`src/sv/fhw_pkg.sv`:
```
// fhw_pkg: shared types, widths and tables of the french hat wavelet scalogram
`timescale 1ns / 1ps
package fhw_pkg;

  localparam int MAX_SCALE = 64;
  localparam int DEPTH     = 3 * MAX_SCALE;
  localparam int SAMPLE_W  = 16;
  localparam int SCALE_W   = 7;
  localparam int POS_W     = 20;
  localparam int ADDR_W    = 8;
  localparam int FILL_W    = 8;
  localparam int ACC_W     = 25;
  localparam int NUM_W     = 27;
  localparam int MAG_W     = 24;
  localparam int DIV_W     = 9;
  localparam int RCP_W     = 30;
  localparam int RCP_SHIFT = 32;
  localparam int QUO_W     = 22;
  localparam int IDX_W     = 2;
  localparam int DATA_W    = 7;

  localparam logic signed [SAMPLE_W-1:0] COEF_MAX = 16'sh7fff;
  localparam logic signed [SAMPLE_W-1:0] COEF_MIN = 16'sh8000;

  // register indexes of the configuration port
  typedef enum logic [IDX_W-1:0] {
    REG_MIN_SCALE = 2'd0,
    REG_MAX_SCALE = 2'd1
  } reg_idx_e;

  // one classified sample handed from front to back
  typedef struct packed {
    logic signed [SAMPLE_W-1:0] sample;
    logic                       restart;
    logic [SCALE_W-1:0]         lo;
    logic [SCALE_W-1:0]         hi;
  } job_t;

  // control that travels with one scale step
  typedef struct packed {
    logic [SCALE_W-1:0] scale;
    logic [POS_W-1:0]   position;
    logic               first;
    logic               emit;
    logic               last;
  } ctl_t;

  // one result word
  typedef struct packed {
    logic [SCALE_W-1:0]         scale;
    logic [POS_W-1:0]           position;
    logic signed [SAMPLE_W-1:0] coefficient;
    logic signed [SAMPLE_W-1:0] min_coef;
    logic signed [SAMPLE_W-1:0] max_coef;
    logic                       last;
  } result_t;

  // reciprocals floor(2^32 / (6L)) for L = 1 .. 64
  localparam logic [63:0] RCP_ONE = 64'h1_0000_0000;
  localparam logic [RCP_W-1:0] RECIP [MAX_SCALE] = '{
    RCP_W'(RCP_ONE / 6),   RCP_W'(RCP_ONE / 12),  RCP_W'(RCP_ONE / 18),  RCP_W'(RCP_ONE / 24),
    RCP_W'(RCP_ONE / 30),  RCP_W'(RCP_ONE / 36),  RCP_W'(RCP_ONE / 42),  RCP_W'(RCP_ONE / 48),
    RCP_W'(RCP_ONE / 54),  RCP_W'(RCP_ONE / 60),  RCP_W'(RCP_ONE / 66),  RCP_W'(RCP_ONE / 72),
    RCP_W'(RCP_ONE / 78),  RCP_W'(RCP_ONE / 84),  RCP_W'(RCP_ONE / 90),  RCP_W'(RCP_ONE / 96),
    RCP_W'(RCP_ONE / 102), RCP_W'(RCP_ONE / 108), RCP_W'(RCP_ONE / 114), RCP_W'(RCP_ONE / 120),
    RCP_W'(RCP_ONE / 126), RCP_W'(RCP_ONE / 132), RCP_W'(RCP_ONE / 138), RCP_W'(RCP_ONE / 144),
    RCP_W'(RCP_ONE / 150), RCP_W'(RCP_ONE / 156), RCP_W'(RCP_ONE / 162), RCP_W'(RCP_ONE / 168),
    RCP_W'(RCP_ONE / 174), RCP_W'(RCP_ONE / 180), RCP_W'(RCP_ONE / 186), RCP_W'(RCP_ONE / 192),
    RCP_W'(RCP_ONE / 198), RCP_W'(RCP_ONE / 204), RCP_W'(RCP_ONE / 210), RCP_W'(RCP_ONE / 216),
    RCP_W'(RCP_ONE / 222), RCP_W'(RCP_ONE / 228), RCP_W'(RCP_ONE / 234), RCP_W'(RCP_ONE / 240),
    RCP_W'(RCP_ONE / 246), RCP_W'(RCP_ONE / 252), RCP_W'(RCP_ONE / 258), RCP_W'(RCP_ONE / 264),
    RCP_W'(RCP_ONE / 270), RCP_W'(RCP_ONE / 276), RCP_W'(RCP_ONE / 282), RCP_W'(RCP_ONE / 288),
    RCP_W'(RCP_ONE / 294), RCP_W'(RCP_ONE / 300), RCP_W'(RCP_ONE / 306), RCP_W'(RCP_ONE / 312),
    RCP_W'(RCP_ONE / 318), RCP_W'(RCP_ONE / 324), RCP_W'(RCP_ONE / 330), RCP_W'(RCP_ONE / 336),
    RCP_W'(RCP_ONE / 342), RCP_W'(RCP_ONE / 348), RCP_W'(RCP_ONE / 354), RCP_W'(RCP_ONE / 360),
    RCP_W'(RCP_ONE / 366), RCP_W'(RCP_ONE / 372), RCP_W'(RCP_ONE / 378), RCP_W'(RCP_ONE / 384)
  };

endpackage

```
`src/sv/fhw_front.sv`:
```
// fhw_front: configuration registers, scale classification and job queue
`timescale 1ns / 1ps
module fhw_front (
  input  logic                             clk_i,
  input  logic                             rst_ni,
  input  logic                             push_i,
  output logic                             full,
  input  logic signed [fhw_pkg::SAMPLE_W-1:0] sample_i,
  input  logic                             restart_i,
  input  logic                             cfg_valid,
  output logic                             cfg_ready,
  input  logic [fhw_pkg::IDX_W-1:0]        cfg_index,
  input  logic [fhw_pkg::DATA_W-1:0]       cfg_data,
  output logic                             job_valid_o,
  output fhw_pkg::job_t                    job_o,
  input  logic                             job_ready_i
);
  import fhw_pkg::*;

  localparam int QD = 2;

  logic [SCALE_W-1:0] min_scale_q, max_scale_q;
  logic [SCALE_W-1:0] lo_c, hi_c, lo_d, hi_d;
  job_t               jq_q [QD];
  logic               jq_wp_q, jq_rp_q;
  logic [1:0]         jq_cnt_q;
  logic               in_take, out_take;

  function automatic logic [SCALE_W-1:0] clamp_scale(input logic [SCALE_W-1:0] v);
    logic [SCALE_W-1:0] r;
    r = v;
    if (v == '0) r = SCALE_W'(1);
    else if (v > SCALE_W'(MAX_SCALE)) r = SCALE_W'(MAX_SCALE);
    return r;
  endfunction

  // configuration writes
  assign cfg_ready = 1'b1;
  always_ff @(posedge clk_i or negedge rst_ni) begin
    if (!rst_ni) begin
      min_scale_q <= SCALE_W'(1);
      max_scale_q <= SCALE_W'(MAX_SCALE);
    end else if (cfg_valid) begin
      case (reg_idx_e'(cfg_index))
        REG_MIN_SCALE: min_scale_q <= cfg_data;
        REG_MAX_SCALE: max_scale_q <= cfg_data;
        default: ;
      endcase
    end
  end

  // clamp and order the scale bounds
  always_comb begin
    lo_c = clamp_scale(min_scale_q);
    hi_c = clamp_scale(max_scale_q);
    lo_d = (lo_c > hi_c) ? hi_c : lo_c;
    hi_d = (lo_c > hi_c) ? lo_c : hi_c;
  end

  // job queue between front and back
  assign full        = (jq_cnt_q == 2'(QD));
  assign in_take     = push_i && !full;
  assign job_valid_o = (jq_cnt_q != '0);
  assign job_o       = jq_q[jq_rp_q];
  assign out_take    = job_valid_o && job_ready_i;

  always_ff @(posedge clk_i) begin
    if (in_take) begin
      jq_q[jq_wp_q] <= '{sample: sample_i, restart: restart_i, lo: lo_d, hi: hi_d};
    end
  end

  always_ff @(posedge clk_i or negedge rst_ni) begin
    if (!rst_ni) begin
      jq_wp_q  <= 1'b0;
      jq_rp_q  <= 1'b0;
      jq_cnt_q <= '0;
    end else begin
      if (in_take) jq_wp_q <= ~jq_wp_q;
      if (out_take) jq_rp_q <= ~jq_rp_q;
      jq_cnt_q <= jq_cnt_q + 2'(in_take) - 2'(out_take);
    end
  end

endmodule

```
`config.mk`:
```
export PLATFORM = sky130hd
export DESIGN_NAME = fhw_front
export DESIGN_NICKNAME = d
export VERILOG_FILES = /design/src/sv/fhw_pkg.sv /design/src/sv/fhw_front.sv
export SDC_FILE = /design/constraint.sdc
export NUM_CORES = 1
export LEC_CHECK = 0
export ABC_AREA = 1
export BUFFER_PORTS_ARGS = -buffer_cell sky130_fd_sc_hd__buf_2
export CORE_UTILIZATION = 55
export CTS_CLUSTER_DIAMETER = 100
export CTS_CLUSTER_SIZE = 16
export DETAILED_ROUTE_END_ITERATION = 12
export GPL_TIMING_DRIVEN = 0
export PLACE_DENSITY = 0.79
export REMOVE_ABC_BUFFERS = 1
export SYNTH_ARGS = -nofsm -noshare
export SYNTH_HDL_FRONTEND = slang
export SYNTH_SLANG_ARGS = --single-unit
export TNS_END_PERCENT = 100
```
`constraint.sdc`:
```
create_clock -name clk_i -period 2.8 [get_ports clk_i]
set_input_delay 0 -clock clk_i [delete_from_list [all_inputs] [get_ports clk_i]]
set_output_delay 0 -clock clk_i [all_outputs]
set_load 0.02 [all_outputs]
```
---- Word level (Yosys, flattened, before mapping) ----
Memory sizes are Yosys's and may differ from the RTL's.
Index checks and enable logic that the tools add are counted.
storage, ports and cells
  register bits ........................... 18
  memories ................................ 1
  bits in writable memories ............... 62
  word-level logic and storage cells ...... 32
memory list
  memory  words  bits a word  rd ports  clocked after Yosys merged registers in  wr ports  RTL line         RTL
  jq_q    2      31           1         0                                        1         fhw_front.sv:24  job_t jq_q [QD];
operators by class
  magnitude comparators ................... 3
  add/sub/neg operators ................... 2
  bitwise gates (word level) .............. 2
  reduce and logical (&&, ||, !) cells .... 9
  muxes and demuxes ....................... 8
  eq/ne operators ......................... 2
operator list
  cell                  count
  $mux W7               6
  $gt A7 B7 Y1 const B  2
  $logic_not A7 Y1      2
  $gt A7 B7 Y1          1
  $reduce_and A2 Y1     2
  $add A2 B1 Y2         1
  $eq A2 B1 Y1 const B  1
  $eq A2 B2 Y1 const B  1
  $logic_and A1 B1 Y1   2
  $logic_not A2 Y1      1
  $mux W1               2
  $not A1 Y1            2
  $reduce_bool A2 Y1    1
  $sub A2 B1 Y2         1
  $logic_not A1 Y1      1

---- Depth between registers and ports, before layout ----
  depth after elaboration ................. 5
  mapped depth ............................ 16

---- Worst setup path before layout ----
Ideal clock, no wire load.
  path type ............................... reg2reg
  from .................................... reg jq_cnt_q[1]
  to ...................................... mem jq_q[0][0] in the netlist's numbering (enable)
  arrival ................................. 1895 ps
  clock period less this slack ............ 2314 ps
  setup slack ............................. 486 ps
  setup time .............................. 419 ps
  stages on the path, launching flop included .. 4
  data required time ...................... 2381 ps
  cell sequence ........................... dfrtp_1 -> inv_1 -> o21ai_1 -> nor2_1
on the way
  longest elaborated chain between the ends .. 5
ends and longest elaborated chain
  item                           RTL line         RTL
  from (decl)                    fhw_front.sv:26  logic [1:0] jq_cnt_q;
  from (signal assigned)         fhw_front.sv:81  jq_cnt_q <= jq_cnt_q + 2'(in_take) - 2'(out_take);
  $eq A2 B2 Y1                   fhw_front.sv:61  assign full = (jq_cnt_q == 2'(QD));
  $logic_not A1 Y1               fhw_front.sv:62  assign in_take = push_i && !full;
  $logic_and A1 B1 Y1            fhw_front.sv:62
  $mux W1                        fhw_front.sv:68  if (in_take) begin
  $mux W1 (not written as such)  fhw_front.sv:69  jq_q[jq_wp_q] <= '{sample: sample_i, restart: restart_i, lo: lo_d, hi: hi_d};
  to (decl)                      fhw_front.sv:24
Every way passes these cells.

---- Worst setup path after layout ----
  from .................................... reg max_scale_q[2]
  to ...................................... mem jq_q[0][11] in the netlist's numbering, data pin
on the way
  longest elaborated chain between the ends .. 5
  elaborated cells on any way between the ends .. 6
ends and longest elaborated chain
  item                    RTL line         RTL
  from (decl)             fhw_front.sv:22  logic [SCALE_W-1:0] min_scale_q, max_scale_q;
  from (signal assigned)  fhw_front.sv:42  max_scale_q <= SCALE_W'(MAX_SCALE);
  from (signal assigned)  fhw_front.sv:46  REG_MAX_SCALE: max_scale_q <= cfg_data;
  $gt A7 B7 Y1            fhw_front.sv:33  else if (v > SCALE_W'(MAX_SCALE)) r = SCALE_W'(MAX_SCALE);
  $mux W7                 fhw_front.sv:33
  $mux W7 *               fhw_front.sv:32  if (v == '0) r = SCALE_W'(1);
  $gt A7 B7 Y1            fhw_front.sv:56  lo_d = (lo_c > hi_c) ? hi_c : lo_c;
  $mux W7 *               fhw_front.sv:56
  net lo_d[4]             fhw_front.sv:23  logic [SCALE_W-1:0] lo_c, hi_c, lo_d, hi_d;
Mark *: on every way through the listed nets, which the timed path passes. The rest lies on a longest branch.

==> flow_metrics.py <==
metrics = {
    "sta": {
        "clock.fmax_mhz": 409,
        "grt_setup_unrepaired": "false",
        "max_slew.worst_pin.slew_ns": 0.913,
        "report.final.slew_viol_count": 0,
        "fin_skew_ns": 0.0104,
        "setup_viol": 0,
        "timing.final.hold_violations": 0,
        "final.setup.worst_slack_ns": 0.358,
        "final_period_minus_worst_setup_slack_ns": 2.44,
        "timing.final.crit_share_pct": 87.2,
        "totalNegativeSetupSlack_ns": 0,
        "worst_slew_margin_rel_pct": 39.0,
    },
    "pwr": {
        "peakVddDrop_mv": 0.617,
        "share_seq_of_total_power_pct": 42.6,
        "power_dissipated_by_switching_net_loads_w": 0.00176,
        "power_w": 0.00436,
        "power.density_cell_area_nw_per_um2": 983,
        "p_leak_nw": 2.01,
        "switching_share_pct": 40.3,
        "power.internal_w": 0.00260,
        "power_frac_clock_pct": 19.8,
        "power.combinational.fraction_pct": 37.5,
    },
    "setup_path": {
        "timing.critical_path.from_type": "register",
        "timing.critical_path.arrival_ns": 2.54,
        "timing_worst_setup_path_type": "register to register",
        "setup.worst_path.end_class": "register",
        "worstPathMaxFanout": 17,
        "timing.critical_path.required_ns": 2.90,
    },
    "clock_network": {
        "clock-root-buffer": "sky130_fd_sc_hd__clkbuf_8",
        "cts_tree": "yes",
        "clockBufferDepth": 2,
        "clk-insertion-delay-late_ns": 0.35,
        "cts_max_level": 3,
        "cts.reportedPaths.clkPinSlew_ns": 0.08,
        "cts_made_buffers": 9,
        "clkSinkCount": 80,
    },
    "global_route": {
        "grt_antenna_before_repair": 0,
        "first_pass_grt_wire_length_um": 11700,
        "grt_pass1_vias": 2643,
        "overflow": 0,
        "groute.usage.overall_pct": 21.6,
        "grt_max_degree": 33,
    },
    "route": {
        "drt_first_iter_violations": 152,
        "routed_length_per_instance_um": 13.7,
        "detailed_router_iteration_count_before_antenna_repair": 5,
        "route.antenna.remaining_nets": 0,
        "detail_route.wirelength_um": 7020,
        "post-route-drc-count": 0,
        "number_of_vias_in_the_routed_layout": 2609,
        "detail_route.vias_per_cell": 5.10,
    },
    "placed_design": {
        "place.detailed.instances": 469,
        "pre_cts_ws_ns": 0.377,
        "port-buffer-count": 63,
        "hpwlAfterDp_um": 4210,
        "gpl.final_weighted_congestion": 0.801,
    },
    "layout": {
        "fillers": 465,
        "final_common_cell": "sky130_fd_sc_hd__nand2_1",
        "antenna_cells_inserted": 0,
        "postLayoutCoreUtil_pct": 69.8,
        "synthToLayoutAreaGrowth_pct": 22.8,
        "nNetsFinal": 470,
        "layout.cells.non_filler": 512,
        "mostFrequentLayoutCells": "145 x sky130_fd_sc_hd__nand2_1, 63 x sky130_fd_sc_hd__buf_2, 62 x sky130_fd_sc_hd__edfxtp_1",
        "layout-drive-gt1-share_pct": 24.8,
    },
    "yosys": {
        "post_synth_inst_count": 344,
        "syn-cell-area_um2": 3610,
        "synth.yosys.warnings": 0,
        "postSynthAreaPerCell_um2": 10.5,
        "ys_types": 29,
        "synth.ff_latch_count": 80,
        "synth.yosys.seq_area_share_pct": 64.1,
    },
    "floorplanning": {
        "effective_utilization_at_floorplan_pct": 56.8,
        "i_o_pins": 65,
        "design.die.area_um2": 6890,
        "die_width_um": 83,
        "chipHeight_um": 83,
        "core.rowCount": 29,
        "fp.coreArea_um2": 6350,
    },
    "worst_hold_path": {
        "min_path_type": "input port to async pin",
    },
    "run": {
        "max_capacitance_violation_count": 0,
    },
    "outcome": {
        "run_status": "completed",
    },
}
logic make-up (layout without fill, tap and decap cells):
group	Yosys count	after routing	synth area share, %
simple gates	182	182	21.2
flops	80	80	64.1
buf+inv	39	130	4.68
compound gates	29	29	5.76
fa+ha+maj	9	9	3.12
xor+xnor	4	4	0.971
other cells	1	1	0.104
worst max-delay path, cell delays in order (launching register included):
cell	delay, ns
sky130_fd_sc_hd__dfrtp_1	0.41
sky130_fd_sc_hd__nor2_1	0.19
sky130_fd_sc_hd__nand3_2	0.21
sky130_fd_sc_hd__a21boi_2	0.23
sky130_fd_sc_hd__inv_1	0.06
sky130_fd_sc_hd__ha_1	0.29
sky130_fd_sc_hd__nand2_1	0.06
sky130_fd_sc_hd__inv_2	0.07
sky130_fd_sc_hd__nand2_1	0.05
sky130_fd_sc_hd__nand2_1	0.06
sky130_fd_sc_hd__nand2_2	0.06
sky130_fd_sc_hd__nand2_4	0.19
sky130_fd_sc_hd__nand2_4	0.14
sky130_fd_sc_hd__nand2_1	0.10
sky130_fd_sc_hd__nand2_1	0.07
power groups by stage:
stage	combinational [W]	sequential (W)	clock, W
2_1_floorplan	0.00111	0.00182	0
3_3_place_gp	0.00152	0.00187	0
3_5_place_dp	0.00160	0.00187	0
4_1_cts	0.00164	0.00185	0.000881
5_1_grt	0.00181	0.00190	0.000938
6_report	0.00164	0.00186	0.000865
synth_stat cells:
cell                       number  share of area, %
sky130_fd_sc_hd__buf_4          1              0.21
sky130_fd_sc_hd__a21oi_2        1              0.24
sky130_fd_sc_hd__edfxtp_1      62                52
sky130_fd_sc_hd__nand2_1      145                15
sky130_fd_sc_hd__buf_2          3              0.42
sky130_fd_sc_hd__ha_1           9               3.1
sky130_fd_sc_hd__dfstp_2        2               1.5
sky130_fd_sc_hd__inv_2          1              0.10
sky130_fd_sc_hd__nand2_2        3              0.52
sky130_fd_sc_hd__conb_1         1              0.10
sky130_fd_sc_hd__clkbuf_1       9              0.94
sky130_fd_sc_hd__nand3_2        3              0.83
sky130_fd_sc_hd__nor2_1        11               1.1
sky130_fd_sc_hd__xnor2_1        1              0.24
sky130_fd_sc_hd__o21ai_0       14               1.9
sky130_fd_sc_hd__or2_2          1              0.17
sky130_fd_sc_hd__nor2_4         2              0.62
sky130_fd_sc_hd__buf_6          2              0.62
sky130_fd_sc_hd__a21boi_2       9               2.8
sky130_fd_sc_hd__xor2_1         3              0.73
sky130_fd_sc_hd__dfrtp_1       16                11
sky130_fd_sc_hd__nand3_1       12               1.7
sky130_fd_sc_hd__nand2_4        2              0.62
sky130_fd_sc_hd__nand3b_1       1              0.21
sky130_fd_sc_hd__inv_1         23               2.4
sky130_fd_sc_hd__a21o_1         1              0.21
sky130_fd_sc_hd__nand4_1        2              0.35
sky130_fd_sc_hd__a21oi_1        1              0.14
sky130_fd_sc_hd__o21ai_1        3              0.42
per-layer routing:
| metal | up-vias | global-route usage, % | routed length, um |
|---|---|---|---|
| met5 | - | 0 | 0 |
| met4 | 0 | 10.0 | 109 |
| met3 | 9 | 4.08 | 317 |
| met2 | 89 | 38.5 | 3580 |
| met1 | 1218 | 25.3 | 3010 |
| li1 | 1293 | - | - |
registers in the layout (all words and copies together) (netlist names):
signal	count
jq_q	62
max_scale_q	7
min_scale_q	7
jq_cnt_q	2
jq_rp_q	1
jq_wp_q	1
per-stage QoR:
| stage | area [um2] | hold WS [ns] |
|---|---|---|
| floorplan | 3530 | -0.296 |
| global placement | 3940 | -0.0588 |
| detailed placement | 3960 | -0.0468 |
| CTS | 4420 | 0.114 |
| global route | 4430 | 0.126 |
| finish | 4430 | 0.104 |
path summary, 6_finish.rpt:
kind                                                 start                         end  slack [ns]  cells past startpoint
max in group asynchronous                           rst_ni  min_scale_q[0]$_DFFE_PN1P_        2.37                      2
worst min-delay path                                rst_ni       jq_cnt_q[0]$_DFF_PN0_        0.10                      2
min in group clk_i                                  push_i         jq_wp_q$_DFFE_PN0P_        0.17                      3
worst max register to register  max_scale_q[2]$_DFFE_PN0P_       jq_q[0][11]$_DFFE_PP_        0.36                     14
worst min register to register  min_scale_q[1]$_DFFE_PN0P_  min_scale_q[1]$_DFFE_PN0P_        0.52                      2
worst max-delay path            max_scale_q[2]$_DFFE_PN0P_       jq_q[0][11]$_DFFE_PP_        0.36                     14
area by class of cell:
| class | count | area (um2) | share of cell area, % |
|---|---|---|---|
| clock buffer | 9 | 124 | 2.80 |
| clock inverter | 7 | 78.8 | 1.78 |
| inverter | 24 | 93.8 | 2.12 |
| multi-input combinational | 225 | 1140 | 25.7 |
| sequential | 80 | 2320 | 52.3 |
| tap | 77 | 96.3 | 2.17 |
| timing repair buffer | 89 | 576 | 13.0 |
| timing repair inverter | 1 | 7.51 | 0.169 |
repair_timing:
item	CTS	global route
hold buffers	26	0
endpoints found under the hold margin	67	0
gates resized for setup	0	3
setup endpoints to repair	0	31
setup buffers	0	0
Note: power is estimated with default switching activity, not from simulation.
